File: src/hw/rtl/grid_bond_crossing_check_defines.svh
// ---------------------------------------------------------------------------
// Grid bond crossing check assertion macros
// Shared property forms for the crossing check; they expect clk and arst_n
// in the scope where they are used.
// ---------------------------------------------------------------------------
`ifndef GRID_BOND_CROSSING_CHECK_DEFINES_SVH
`define GRID_BOND_CROSSING_CHECK_DEFINES_SVH

// Consequent must hold in the same cycle as the antecedent
`define GBCC_ASSERT_SAME(lbl, ante, cons, msg) \
	lbl: assert property (@(posedge clk) disable iff (!arst_n) (ante) |-> (cons)) \
		else $error(msg);

// Consequent must hold in the cycle after the antecedent
`define GBCC_ASSERT_NEXT(lbl, ante, cons, msg) \
	lbl: assert property (@(posedge clk) disable iff (!arst_n) (ante) |=> (cons)) \
		else $error(msg);

`endif

File: src/hw/rtl/gbcc_pkg.sv
`timescale 1ns / 1ps
// ---------------------------------------------------------------------------
// Grid bond crossing check package
// Edge mask width and grid size defaults for the crossing check.
// ---------------------------------------------------------------------------
package gbcc_pkg;

	// Width of the incoming edge mask; bonds beyond it count as closed
	localparam int EDGE_BITS = 22;

	// Default grid size
	localparam int GRID_COLUMNS_DEF = 5;
	localparam int GRID_ROWS_DEF    = 3;

	// Relaxation steps done in one pipeline stage
	localparam int RELAX_STEPS = 4;

	// Byte-padded stream widths
	localparam int IN_TDATA_W  = ((EDGE_BITS + 7) / 8) * 8;
	localparam int OUT_TDATA_W = 8;

endpackage

File: src/hw/rtl/grid_bond_crossing_check.sv
`timescale 1ns / 1ps
// ---------------------------------------------------------------------------
// Grid bond crossing check
// Decides whether the open bonds of one edge mask join the left column of a
// vertex grid to its right column. Reachability grows from the left column
// over a chain of relaxation stages.
//
//   channel | dir | tdata fields (lowest bit up)
//   --------+-----+-----------------------------
//   s_*     | in  | edge_mask[21:0], zero pad
//   m_*     | out | crossed[0], zero pad
//
// One request enters per cycle while no stall on m_tready backs up the pipe;
// a request passes the relaxation stages (RELAX_STEPS bond hops each), as many
// as cover the longest path of GRID_ROWS * GRID_COLUMNS - 1 hops, then the result
// register. arst_n clears all valid bits. A stall on m_tready holds the
// result and lets requests close up into empty stages behind it.
// ---------------------------------------------------------------------------
module grid_bond_crossing_check
	import gbcc_pkg::*;
#(
	parameter int GRID_COLUMNS = GRID_COLUMNS_DEF,
	parameter int GRID_ROWS    = GRID_ROWS_DEF
) (
	input  logic                   clk,
	input  logic                   arst_n,
	input  logic                   s_tvalid,
	output logic                   s_tready,
	input  logic [IN_TDATA_W-1:0]  s_tdata,   // [21:0] edge_mask, rest zero
	output logic                   m_tvalid,
	input  logic                   m_tready,
	output logic [OUT_TDATA_W-1:0] m_tdata    // [0] crossed, rest zero
);

`include "grid_bond_crossing_check_defines.svh"

	localparam int NV       = GRID_ROWS * GRID_COLUMNS;
	localparam int NB_H     = GRID_ROWS * (GRID_COLUMNS - 1);
	localparam int NB_ALL   = NB_H + (GRID_ROWS - 1) * GRID_COLUMNS;
	localparam int NB_USE   = (NB_ALL < EDGE_BITS) ? NB_ALL : EDGE_BITS;
	localparam int NUM_STAGES = (NV - 1 + RELAX_STEPS - 1) / RELAX_STEPS;

	// Left column seeds reachability
	function automatic logic [NV-1:0] left_column();
		logic [NV-1:0] r;
		r = '0;
		for (int y = 0; y < GRID_ROWS; y++) begin
			r[y*GRID_COLUMNS] = 1'b1;
		end
		return r;
	endfunction

	// Grow the reached set by RELAX_STEPS hops over open bonds
	function automatic logic [NV-1:0] relax(input logic [NV-1:0] seen_i,
			input logic [NB_USE-1:0] mask_i);
		logic [NB_ALL+NB_USE-1:0] ext;
		logic [NB_ALL-1:0]        bnd;
		logic [NV-1:0]            cur;
		logic [NV-1:0]            nxt;
		int                       v;
		ext = {{NB_ALL{1'b0}}, mask_i};
		bnd = ext[NB_ALL-1:0];
		cur = seen_i;
		for (int k = 0; k < RELAX_STEPS; k++) begin
			nxt = cur;
			for (int y = 0; y < GRID_ROWS; y++) begin
				for (int x = 0; x < GRID_COLUMNS; x++) begin
					v = y * GRID_COLUMNS + x;
					if (x + 1 < GRID_COLUMNS && bnd[y*(GRID_COLUMNS-1)+x] && cur[v+1])
						nxt[v] = 1'b1;
					if (x > 0 && bnd[y*(GRID_COLUMNS-1)+x-1] && cur[v-1])
						nxt[v] = 1'b1;
					if (y + 1 < GRID_ROWS && bnd[NB_H+y*GRID_COLUMNS+x]
							&& cur[v+GRID_COLUMNS])
						nxt[v] = 1'b1;
					if (y > 0 && bnd[NB_H+(y-1)*GRID_COLUMNS+x] && cur[v-GRID_COLUMNS])
						nxt[v] = 1'b1;
				end
			end
			cur = nxt;
		end
		return cur;
	endfunction

	// Any reached vertex in the right column
	function automatic logic right_reached(input logic [NV-1:0] seen_i);
		logic r;
		r = 1'b0;
		for (int y = 0; y < GRID_ROWS; y++) begin
			r = r | seen_i[y*GRID_COLUMNS+GRID_COLUMNS-1];
		end
		return r;
	endfunction

	logic [NUM_STAGES-1:0]   vld_s;
	logic [NV-1:0]           seen_s [NUM_STAGES];
	logic [NB_USE-1:0]       mask_s [NUM_STAGES];
	logic [NV-1:0]           seen_nxt [NUM_STAGES];
	logic [NUM_STAGES:0]     rdy;
	logic                    out_vld_q;
	logic                    crossed_q;

	// Ready chain: a stage loads when empty or when its content moves on
	always_comb begin
		rdy[NUM_STAGES] = !out_vld_q || m_tready;
		for (int i = NUM_STAGES - 1; i >= 0; i--) begin
			rdy[i] = !vld_s[i] || rdy[i+1];
		end
	end
	assign s_tready = rdy[0];

	// Relaxation inputs for each stage
	always_comb begin
		seen_nxt[0] = relax(left_column(), s_tdata[NB_USE-1:0]);
		for (int i = 1; i < NUM_STAGES; i++) begin
			seen_nxt[i] = relax(seen_s[i-1], mask_s[i-1]);
		end
	end

	// Advance valid bits
	always_ff @(posedge clk or negedge arst_n) begin
		if (!arst_n) begin
			vld_s     <= '0;
			out_vld_q <= 1'b0;
		end else begin
			if (rdy[0])
				vld_s[0] <= s_tvalid;
			for (int i = 1; i < NUM_STAGES; i++) begin
				if (rdy[i])
					vld_s[i] <= vld_s[i-1];
			end
			if (rdy[NUM_STAGES])
				out_vld_q <= vld_s[NUM_STAGES-1];
		end
	end

	// Advance payload
	always_ff @(posedge clk) begin
		if (rdy[0]) begin
			seen_s[0] <= seen_nxt[0];
			mask_s[0] <= s_tdata[NB_USE-1:0];
		end
		for (int i = 1; i < NUM_STAGES; i++) begin
			if (rdy[i]) begin
				seen_s[i] <= seen_nxt[i];
				mask_s[i] <= mask_s[i-1];
			end
		end
		if (rdy[NUM_STAGES])
			crossed_q <= right_reached(seen_s[NUM_STAGES-1]);
	end

	assign m_tvalid = out_vld_q;
	assign m_tdata  = {{(OUT_TDATA_W-1){1'b0}}, crossed_q};

	// Checks
	`GBCC_ASSERT_SAME(a_ready_when_drained, (!m_tvalid || m_tready), s_tready, "input stalled")
	`GBCC_ASSERT_NEXT(a_enter_first_stage, (s_tvalid && s_tready), vld_s[0], "request lost")
	`GBCC_ASSERT_NEXT(a_reach_output, vld_s[NUM_STAGES-1] && rdy[NUM_STAGES], m_tvalid, "no result")

endmodule
File: config.mk
export PLATFORM = sky130hd
export DESIGN_NAME = grid_bond_crossing_check
export DESIGN_NICKNAME = d
export VERILOG_FILES = /design/src/hw/rtl/gbcc_pkg.sv /design/src/hw/rtl/grid_bond_crossing_check.sv
export VERILOG_INCLUDE_DIRS = /design/src /design/src/hw/rtl
export SDC_FILE = /design/constraint.sdc
export NUM_CORES = 1
export LEC_CHECK = 0
export ABC_AREA = 1
export BUFFER_PORTS_ARGS = -buffer_cell sky130_fd_sc_hd__clkbuf_2
export CORE_MARGIN = 8
export CORE_UTILIZATION = 60
export DETAILED_ROUTE_END_ITERATION = 10
export GPL_TIMING_DRIVEN = 0
export PLACE_DENSITY = 0.82
export RECOVER_POWER = 50
export SETUP_SLACK_MARGIN = 0.3
export SLEW_MARGIN = 20
export SYNTH_ARGS = -nofsm -noshare
export SYNTH_HDL_FRONTEND = slang
export SYNTH_SLANG_ARGS = --single-unit
File: constraint.sdc
create_clock -name clk -period 3 [get_ports clk]
set_input_delay 0.15 -clock clk [delete_from_list [all_inputs] [get_ports clk]]
set_output_delay 0.15 -clock clk [all_outputs]
set_load 0.01 [all_outputs]
---- Yosys cells after proc, flatten, opt, wreduce, memory -nomap -nowiden ----
Memory sizes are Yosys's and may differ from the RTL's.
Index checks and enable logic that the tools add are counted.
cells by class
  mux-type cells .......................... 599
  reductions and logical operators ........ 589
  bitwise operators ....................... 2
operators by type and width
  cell               number
  $mux 1             599
  $logic_and 1x1->1  579
  $logic_not 1->1    5
  $logic_or 1x1->1   5
  $or 1x1->1         2
storage, ports and cells
  output and inout port bits .............. 10
  word-level logic and storage cells ...... 1,198
  bits of input ports ..................... 28
  register bits after elaboration ......... 6
  RAM bits ................................ 148
  memories ................................ 2
memories
  name    depth  bits a word  read ports  clocked after Yosys merged registers in  write ports  line                            text
  mask_s  4      22           3           0                                        4            grid_bond_crossing_check.sv:97  logic [NB_USE-1:0] mask_s [NUM_STAGES];
  seen_s  4      15           4           0                                        4            grid_bond_crossing_check.sv:96  logic [NV-1:0] seen_s [NUM_STAGES];

---- Depth between registers and ports, before layout ----
Gate-level depths: netlist (run 1).
An unclocked memory read counts as a cell.
  word-level depth ........................ 20
  gate-level depth with buffers ........... 15
  gate-level depth less buffers ........... 14

---- Worst setup path before layout (run 1) ----
No wires, ideal clock.
  path type ............................... register -> register
  start point ............................. register out_vld_q, in the netlist m_tvalid
  end point ............................... memory mask_s[0][0] in the netlist's numbering (enable)
  library setup time ...................... 0.393 ns
  required time ........................... 2.607 ns
  buffers on the path ..................... 0
  cell stages (with the launch flop) ...... 10
  period minus slack after synthesis ...... 2.778 ns
  slack ................................... 0.222 ns
  arrival ................................. 2.385 ns
  cell sequence ........................... dfrtp_1 inv_1 nor2_1 inv_1 nor2_1 inv_1 nor2_1 inv_1 nor2_1 nand2_1
RTL lines
  element                 line                             text
  from (decl)             grid_bond_crossing_check.sv:100  logic out_vld_q;
  from (signal assigned)  grid_bond_crossing_check.sv:133  out_vld_q <= vld_s[NUM_STAGES-1];
  to (decl)               grid_bond_crossing_check.sv:97

---- Final worst setup path (run 1) ----
  start point ............................. register out_vld_q, in the netlist m_tvalid
  end point ............................... output port s_tready
between the ends
  longest elaborated chain between the ends .. 6
ends and longest elaborated chain
  element                        line                             text
  $logic_not 1->1                grid_bond_crossing_check.sv:105  rdy[NUM_STAGES] = !out_vld_q || m_tready;
  $logic_or 1x1->1               grid_bond_crossing_check.sv:105
  via rdy[4]                     grid_bond_crossing_check.sv:99   logic [NUM_STAGES:0] rdy;
  $logic_or 1x1->1               grid_bond_crossing_check.sv:107  rdy[i] = !vld_s[i] || rdy[i+1];
  via rdy[3]                     grid_bond_crossing_check.sv:99
  $logic_or 1x1->1               grid_bond_crossing_check.sv:107
  via rdy[2]                     grid_bond_crossing_check.sv:99
  $logic_or 1x1->1 (2 in a row)  grid_bond_crossing_check.sv:107
  to (decl)                      grid_bond_crossing_check.sv:28   output logic s_tready,
The timed path passes the listed nets, and every way through them passes these cells.

==> metrics.cfg, run 1 <==
[drt]
first_pass_iters=5
ant_nets=0
viasPerCell=5.22
first_iter_violations=322
vias=5803
wl_per_cell_um=13.2
drt_wl_total_um=14700
remaining_drc_errors=0

[cts]
cts_tree=done
htreeDepth=3
clock-root-buffer=clkbuf_16
worstSkewPairLatency_ns=0.35
cts_buffer_depth=2
cts_buffers=9
clk_pin_slew_ns=0.07
clock_sinks=105

[logic_synthesis]
ys_seq_area_share_pct=45.7
synth_ff_type=edfxtp_1
ys_ff_latch=105
synth_edf_count=100
synth_area_leaders=edfxtp_1, nand2_1, inv_1, nor2_1, nand3_1
ys_warn_count=0
syn_inst=909
synth_top_area_share_pct=43.8
yosysTopAreaCell=edfxtp_1
ys_async_sr_fraction_pct=4.76
ys_types=39
avgSynthCellArea_um2=7.54
netlist_area_um2=6850

[sta]
timing.hold.ws_ns=0.0459
fin_crit_sh_pct=80.6
finalHoldViolCount=0
worst_pin_slew_ns=0.839
fin_skew_ns=0.00570
fin_crit_ns=2.42
rsz0062_at_grt=no
finalMaxSlewViolations=0
setup_violations=0
maxSlewHeadroom_pct=44.1
layout_setup_ws_ns=0.581
max_freq_ghz=0.413

[floorplan]
die_height_um=123
core_um2=11300
die-area_um2=15100
start_util_pct=60.8
rows=39
ios=38
die_w_um=123

[final_layout]
nNetsFinal=993
layout_common_cells=nand2_1, inv_1, edfxtp_1, nor2_1, nand3_1
drive_above_1_share_pct=13.2
final_area_um2=7590
antenna_cells=0
area_delta_synth_final_pct=10.8
layout_commonest_cell=nand2_1

[hold_path]
min_from=s_tdata[6]
hold_end=mask_s[0][6]
hp-class=input pin to register
hold_path_depth=1

[critical_path]
critPathArrivalTime_ns=2.27
crit_chain=inv_1 -> nor2_1 -> inv_1 -> nor2_1 -> inv_1 -> nor2_1 -> clkinvlp_4 -> nor2_4 -> nand2_8 -> clkbuf_2
r2r_cells=9
slowest_stage=dfrtp_1
rrSetupSlack_ns=0.76
crit_type=register to primary output
r2r-start=m_tvalid
cp.required_ns=2.85
r2r-end=mask_s[1][1]
cp-end-kind=primary output
cpPeakStageDelay_ns=0.35
path_max_fanout=34
critical_path.top_delay_family=simple AND/OR/NAND/NOR gates
worstSetupPathDepth=10
critical_path_buf_inv_count=5
worstSetupStartpointType=register

[global_routing]
antenna_found_initial=0
grt_max_degree=35
grt_usage_pct=20.4
grt_pass1_wl_um=24500
grt.overflow.total=0
grt_pass1_vias=5627

[pwr]
powerDensity_nw_per_um2=520
total_power_mw=3.95
leakage_nw=3.77
ir_worst_vdd_uv=304

[place]
dp_hpwl_um=11000
place_ws_ns=-0.0949
routabilityCongestion=0.918
port_buffers=26
placed_area_um2=7180

[job]
cap_violations=0

[outcome]
status=finished, final reports clean

metal layers:
layer / GRT usage [%] / part of all wire [%] / wire length [µm]
met3: 2.90 / 3.8 / 556
met4: 10.1 / 3.0 / 447
met5: 0 / 0 / 0
met2: 37.0 / 52 / 7610
met1: 23.0 / 41 / 6070
what timing repair did:
item	4_1_cts	5_1_grt
endpoints found under the setup margin	66	33
gates cloned	1	1
hold buffers	10	0
buffers inserted	1	0
resized for setup	2	5
endpoints found under the hold margin	14	0
pin swaps	0	1
area by class of cell:
| type | count | area [µm²] |
|---|---|---|
| multi-input cells | 649 | 3000 |
| well taps | 143 | 179 |
| clock inverters | 5 | 57.6 |
| repair buffers | 37 | 211 |
| plain buffers | 36 | 300 |
| inverters | 125 | 478 |
| clock buffers | 10 | 229 |
| flip-flops and latches | 105 | 3130 |
| fillers | 977 | 3680 |
| repair inverters | 2 | 12.5 |
Yosys cell counts, types with 2 or more instances:
cell and instances:
nand2_1 346, inv_1 118, edfxtp_1 100, nor2_1 83, nand3_1 55, a21oi_1 36, o21ai_0 32, nand2_2 19
buf_6 16, buf_2 12, nor2_2 12, nand3_2 9, nand3b_1 9, nor2_4 9, buf_4 8, nand4_1 7
dfrtp_1 5, inv_2 5, nand2_4 3, a21boi_0 2, a21oi_2 2, a22o_1 2, a31oi_1 2, o21bai_1 2
registers in the layout (all words and copies together), names as in the netlist:
register,flops
mask_s,60
seen_s,39
vld_s,4
crossed_q,1
m_tvalid,1
power breakdown:
group / total (mW) / switching (mW) / internal [mW]
registers: 1.94 / 0.137 / 1.80
clock network: 1.14 / 0.499 / 0.641
logic: 0.869 / 0.559 / 0.310
total: 3.95 / 1.20 / 2.75
how the worst max path moves through the flow:
stage / startpoint / endpoint / slack, ns
finish: m_tvalid / s_tready / 0.58
floorplan: m_tvalid / mask_s[1][0] / 0.33
global route: m_tvalid / s_tready / 0.41
CTS: m_tvalid / s_tready / 0.49
detailed placement: m_tvalid / mask_s[1][1] / -0.09
global placement: m_tvalid / mask_s[1][1] / -0.03
cell families after synthesis:
family,share of synthesized area (%)
compound gates,6.65
buf+inv,11.3
flops,45.7
other cells,0.0547
simple gates,36.4
through the flow:
stage,instances,TNS [ns],utilization (%)
floorplan,915,0,-
global placement,1084,-1.04,63.7
detailed placement,1084,-2.96,63.7
CTS,1111,0,67.4
global route,1112,0,67.4
finish,1112,0,67.4
Power figures use the tool's default switching activity.
==> run 2, diff against run 1 <==
--- a/config.mk
+++ b/config.mk
@@ -9,10 +9,10 @@
 export ABC_AREA = 1
 export BUFFER_PORTS_ARGS = -buffer_cell sky130_fd_sc_hd__clkbuf_2
 export CORE_MARGIN = 8
-export CORE_UTILIZATION = 60
+export CORE_UTILIZATION = 56
 export DETAILED_ROUTE_END_ITERATION = 10
 export GPL_TIMING_DRIVEN = 0
-export PLACE_DENSITY = 0.82
+export PLACE_DENSITY = 0.8
 export RECOVER_POWER = 50
 export SETUP_SLACK_MARGIN = 0.3
 export SLEW_MARGIN = 20
==> constraint.sdc (replaced) <==
create_clock -name clk -period 2.05 [get_ports clk]
set_input_delay 0.1025 -clock clk [delete_from_list [all_inputs] [get_ports clk]]
set_output_delay 0.1025 -clock clk [all_outputs]
set_load 0.01 [all_outputs]
==> metrics.cfg, run 2 (synthesized netlist as in run 1, its figures left out) <==
[outcome]
status=complete, but fails checks
violations=setup timing

[critical_path]
critPathArrivalTime_ns=2.25  ; -0.02 ns
crit_chain=nand2_2 -> nand4_1 -> a21oi_1 -> nand2_1 -> nand2_1 -> nand3_1 -> nor2_1 -> nand2_1 -> nor2_1 -> nand2_1
slowest_stage=edfxtp_1
worst_path_most_repeated_cell=nand2_1
worstSetupStartpointType=register
cp-end-kind=register
path_max_fanout=5  ; -85%
cpPeakStageDelay_ns=0.53  ; +0.18 ns
crit_type=register to register
cp.required_ns=2.15  ; -0.70 ns

[drt]
vias=6993  ; +21%
viasPerCell=5.64  ; +8.2%
remaining_drc_errors=0  ; unchanged
ant_nets=0  ; unchanged
first_pass_iters=8  ; +3
drt_wl_total_um=21100  ; +43%
first_iter_violations=645  ; +100%
wl_per_cell_um=17.0  ; +29%

[place]
port_buffers=26  ; unchanged
place_inst=1088  ; +0.37%
routabilityCongestion=0.919  ; about the same
dp_hpwl_um=11100  ; +0.63%
placed_area_um2=7210  ; +0.38%
place_ws_ns=-0.706  ; -0.611 ns

[final_layout]
area_delta_synth_final_pct=38.3
reg_top3=mask_s: 60 flops, seen_s: 39 flops, vld_s: 4 flops
antenna_cells=0  ; unchanged
layout_common_cells=nand2_1, inv_1, edfxtp_1, buf_4, nand2_2
layout.cells.non_filler=1239  ; +11%
nNetsFinal=1115  ; +12%
largest_reg_flops=60  ; unchanged
largest-register=mask_s
final_area_um2=9480  ; +25%
layout_commonest_cell=nand2_1
drive_above_1_share_pct=36.1  ; +23 points

[global_routing]
gr-max-usage-layer=met2
use_met3_pct=2.39  ; -0.51 points
grt_pass1_wl_um=28100  ; +15%
grt_usage_pct=21.8  ; +1.4 points
grt.met2_usage_pct=40.8  ; +3.8 points
grt_max_degree=18  ; -49%
use_met1_pct=23.3  ; +0.30 points
grt.overflow.total=0  ; unchanged
grt_pass1_vias=6237  ; +11%
antenna_found_initial=0  ; unchanged

[pwr]
powerDensity_nw_per_um2=699  ; +34%
ir_worst_vdd_uv=424  ; +39%
leakage_nw=4.49  ; +19%

[floorplan]
ios=38  ; unchanged
die-area_um2=16000  ; +6.2%
die_height_um=127  ; +3.1%
core_um2=12000  ; +6.1%
die_w_um=127  ; +3.1%
rows=40  ; +2.6%
start_util_pct=57.3  ; -3.5 points

[sta]
fin_crit_sh_pct=105
setup_violations=9  ; +9
worst_pin_slew_ns=0.790  ; -0.0495 ns
finalMaxSlewViolations=0  ; unchanged
fin_skew_ns=0.0172  ; +0.0115 ns
finalHoldViolCount=0  ; unchanged
max_freq_ghz=0.465
rsz0062_at_grt=yes
fin_crit_ns=2.15
layout_setup_ws_ns=-0.101  ; -0.682 ns
maxSlewHeadroom_pct=47.4  ; +3.3 points

[cts]
clock-root-buffer=clkbuf_16
clock_sinks=105  ; unchanged
cts_buffers=9  ; unchanged
clk_pin_slew_ns=0.07  ; about the same
cts_tree=done
cts_buffer_depth=2  ; unchanged
worstSkewPairLatency_ns=0.36  ; about the same
htreeDepth=3  ; unchanged

[hold_path]
hp-class=input pin to register

[job]
cap_violations=0  ; unchanged

-- run 2: what timing repair did --
| item | in CTS | in global routing |
|---|---|---|
| pin swaps | 75 | 91 |
| hold endpoints to repair | 21 | 0 |
| gates cloned | 4 | 3 |
| setup buffers | 79 | 32 |
| hold buffers | 17 | 0 |
| endpoints found under the setup margin | 126 | 110 |
| gates resized for setup | 119 | 143 |
-- run 2: cell type report --
cell class                      count  area [µm²]
Buffer                             36         372
Timing Repair inverter              2        15.0
Tap cell                          147         184
Multi-Input combinational cell    652        3800
Fill cell                         688        2490
Clock inverter                      6        45.0
Inverter                          125         475
Clock buffer                       10         229
Timing Repair Buffer              156        1230
Sequential cell                   105        3130
-- run 2: critical path: cells and delay by family, from the launching register on --
kind | cells | cell delay (ns)
compound gates | 1 | 0.24
flops | 1 | 0.53
simple gates | 9 | 1.14
-- run 2: power breakdown --
group / internal, mW / leakage, nW / switching (mW)
combinational: 0.900 / 3.36 / 1.27
sequential: 2.63 / 1.00 / 0.197
clock: 0.827 / 0.126 / 0.789
total: 4.36 / 4.49 / 2.26
-- run 2: layer usage --
layer	vias to the layer above	share of wire, %
li1	3227	-
met1	3234	36
met2	405	52
met3	127	6.6
met4	0	5.7
met5	-	0
-- run 2: worst paths after layout --
| path | startpoint | endpoint | slack (ns) | depth (start not counted) |
|---|---|---|---|---|
| min in group asynchronous | arst_n | vld_s[0] | 0.16 | 2 |
| max in group asynchronous | arst_n | m_tvalid | 1.66 | 2 |
| worst min register to register | vld_s[3] | m_tvalid | 0.47 | 2 |
| worst max-delay path | seen_s[0][7] | seen_s[1][6] | -0.10 | 10 |
| worst min-delay path | s_tdata[8] | mask_s[0][8] | 0.09 | 1 |
| worst max register to register | seen_s[0][7] | seen_s[1][6] | -0.10 | 10 |
-- run 2: metrics by stage --
step | TNS (ns) | hold slack (ns) | utilization, % | power, mW
2_1_floorplan | -24.05 | -0.193 | - | 3.80
3_3_place_gp | -40.77 | -0.0741 | 60.3 | 4.08
3_5_place_dp | -43.51 | -0.0707 | 60.3 | 4.11
4_1_cts | 0 | 0.00937 | 73.2 | 6.18
5_1_grt | -1.67 | 0.0949 | 79.2 | 6.85
6_report | -0.473 | 0.0931 | 79.2 | 6.62
==> run 3, diff against run 2 <==
--- a/config.mk
+++ b/config.mk
@@ -12,8 +12,8 @@
 export CORE_UTILIZATION = 56
 export DETAILED_ROUTE_END_ITERATION = 10
 export GPL_TIMING_DRIVEN = 0
-export PLACE_DENSITY = 0.8
-export RECOVER_POWER = 50
+export PLACE_DENSITY = 0.75
+export RECOVER_POWER = 25
 export SETUP_SLACK_MARGIN = 0.3
 export SLEW_MARGIN = 20
 export SYNTH_ARGS = -nofsm -noshare
==> metrics.cfg, run 3 (synthesized netlist as in run 1, its figures left out) <==
[floorplan]
rows=40  ; unchanged
start_util_pct=57.3  ; unchanged
die-area_um2=16000  ; unchanged
die_height_um=127  ; unchanged
ios=38  ; unchanged
die_w_um=127  ; unchanged
core_um2=12000  ; unchanged

[sta]
timing.hold.ws_ns=0.0479  ; -0.0452 ns
fin_crit_ns=2.14  ; -0.00712 ns
setup_violations=4  ; -5
rsz0062_at_grt=yes
finalHoldViolCount=0  ; unchanged
fin_skew_ns=0.00892  ; -0.00825 ns
finalMaxSlewViolations=0  ; unchanged
max_freq_ghz=0.466  ; +0.33%
worst_pin_slew_ns=0.826  ; +0.0367 ns
layout_setup_ws_ns=-0.0939  ; +0.00712 ns
fin_crit_sh_pct=105  ; -0.35 points
maxSlewHeadroom_pct=44.9  ; -2.4 points

[drt]
ant_nets=0  ; unchanged
first_pass_iters=5  ; -3
drt_wl_total_um=20400  ; -3.0%
first_iter_violations=461  ; -29%
viasPerCell=5.41  ; -4.2%
vias=6787  ; -2.9%
remaining_drc_errors=0  ; unchanged
wl_per_cell_um=16.3  ; -4.3%

[outcome]
violations=setup timing
status=complete, but fails checks

[final_layout]
largest_reg_flops=60  ; unchanged
antenna_cells=0  ; unchanged
layout_commonest_cell=nand2_1
final_area_um2=9700  ; +2.4%
area_delta_synth_final_pct=41.6
largest-register=mask_s
nNetsFinal=1131  ; +1.4%
reg_top3=mask_s: 60 flops, seen_s: 39 flops, vld_s: 4 flops
layout_common_cells=nand2_1, buf_4, inv_1, edfxtp_1, nand2_2
drive_above_1_share_pct=39.1  ; +3.0 points
final_util_pct=81.1  ; +1.9 points
layout.cells.non_filler=1255  ; +1.3%
fill_cells=703  ; +2.2%

[cts]
worstSkewPairLatency_ns=0.36  ; about the same
cts_buffers=9  ; unchanged
htreeDepth=3  ; unchanged
clock-root-buffer=clkbuf_16
clock_sinks=105  ; unchanged
cts_tree=done
clk_pin_slew_ns=0.07  ; about the same
cts_buffer_depth=2  ; unchanged

[critical_path]
worstSetupStartpointType=register
rrSetupSlack_ns=-0.09  ; about the same
crit_type=register to register
cpPeakStageDelay_ns=0.44  ; -0.09 ns
path_max_fanout=5  ; unchanged
cp-end-kind=register
critPathArrivalTime_ns=2.25  ; about the same
worst_path_most_repeated_cell=nand2_4
crit_chain=buf_6 -> nand2_4 -> nand2_4 -> nor2_4 -> nand2_4 -> nand2_2 -> nand4_1 -> nand2_1 -> nand3_4 -> buf_12 -> a21oi_2 -> nand2_1
slowest_stage=edfxtp_1
cp.required_ns=2.16  ; about the same

[global_routing]
grt.overflow.total=0  ; unchanged
grt_pass1_vias=6027  ; -3.4%
grt_pass1_wl_um=27000  ; -4.0%
antenna_found_initial=0  ; unchanged
grt_usage_pct=21.2  ; -0.59 points
grt_max_degree=35  ; +17

[hold_path]
hp-class=input pin to register

[pwr]
powerDensity_nw_per_um2=690  ; -1.3%
total_power_mw=6.69  ; +1.1%
ir_worst_vdd_uv=547  ; +29%
leakage_nw=4.60  ; +2.5%

[place]
port_buffers=26  ; unchanged
place_inst=1088  ; unchanged
dp_hpwl_um=11500  ; +3.2%
placed_area_um2=7210  ; unchanged
routabilityCongestion=0.886  ; -3.6%

[job]
cap_violations=0  ; unchanged

==> run 3: changes by cell type in the layout (fill, tap and decap cells not counted), sizes merged <==
cell         change
inv              +1
clkinv           -2
clkbuf          -30
clkinvlp         -1
dlygate4sd3      +1
buf             +47
==> run 3: layer usage <==
layer / GRT usage, % / vias up / share of wire (%)
li1: - / 3267 / -
met5: 0 / - / 0
met4: 11.1 / 0 / 5.3
met1: 22.0 / 3138 / 36
met2: 39.7 / 281 / 53
met3: 3.98 / 101 / 5.7
==> run 3: path summary, 6_finish.rpt <==
check | endpoint | cells past startpoint | from
worst max-delay path | seen_s[2][4] | 12 | mask_s[1][6]
worst max register to register | seen_s[2][4] | 12 | mask_s[1][6]
max in group asynchronous | vld_s[3] | 2 | arst_n
worst min-delay path | m_tvalid | 4 | m_tready
worst min register to register | mask_s[1][0] | 0 | mask_s[0][0]
min in group asynchronous | vld_s[0] | 2 | arst_n
==> run 3: metrics by stage <==
| step | setup TNS [ns] | setup slack (ns) |
|---|---|---|
| 6_report | -0.220 | -0.0939 |
| 4_1_cts | 0 | 0.00770 |
| 5_1_grt | -1.09 | -0.195 |
| 3_3_place_gp | -42.27 | -0.687 |
| 3_5_place_dp | -45.87 | -0.751 |
| 2_1_floorplan | -24.05 | -0.412 |
==> run 3: what timing repair did <==
item,in CTS,in global routing
endpoints found under the setup margin,126,110
hold buffers,18,0
gates resized for setup,148,136
gates cloned,2,3
pin swaps,97,108
setup buffers,68,60
hold endpoints to repair,22,0
==> run 3: report_power, final <==
| group | switching (mW) | leakage, nW | internal, mW |
|---|---|---|---|
| sequential | 0.197 | 1.00 | 2.63 |
| clock | 0.773 | 0.133 | 0.860 |
| combinational | 1.27 | 3.47 | 0.964 |
| total | 2.24 | 4.60 | 4.46 |
==> run 3: cell type report <==
| type | instances | area [µm²] | share of cell area (%) |
|---|---|---|---|
| flip-flops and latches | 105 | 3130 | 32.2 |
| repair buffers | 172 | 1380 | 14.2 |
| well taps | 147 | 184 | 1.90 |
| clock inverters | 4 | 30.0 | 0.309 |
| clock buffers | 12 | 246 | 2.54 |
| multi-input cells | 652 | 3860 | 39.8 |
| plain buffers | 36 | 375 | 3.87 |
| repair inverters | 2 | 15.0 | 0.155 |
| inverters | 125 | 479 | 4.94 |
==> run 3: worst max-delay path, delay by kind of cell (launching register included) <==
family	cells	cell delay, ns
compound gates	1	0.12
buf+inv	2	0.32
flops	1	0.44
simple gates	9	1.01
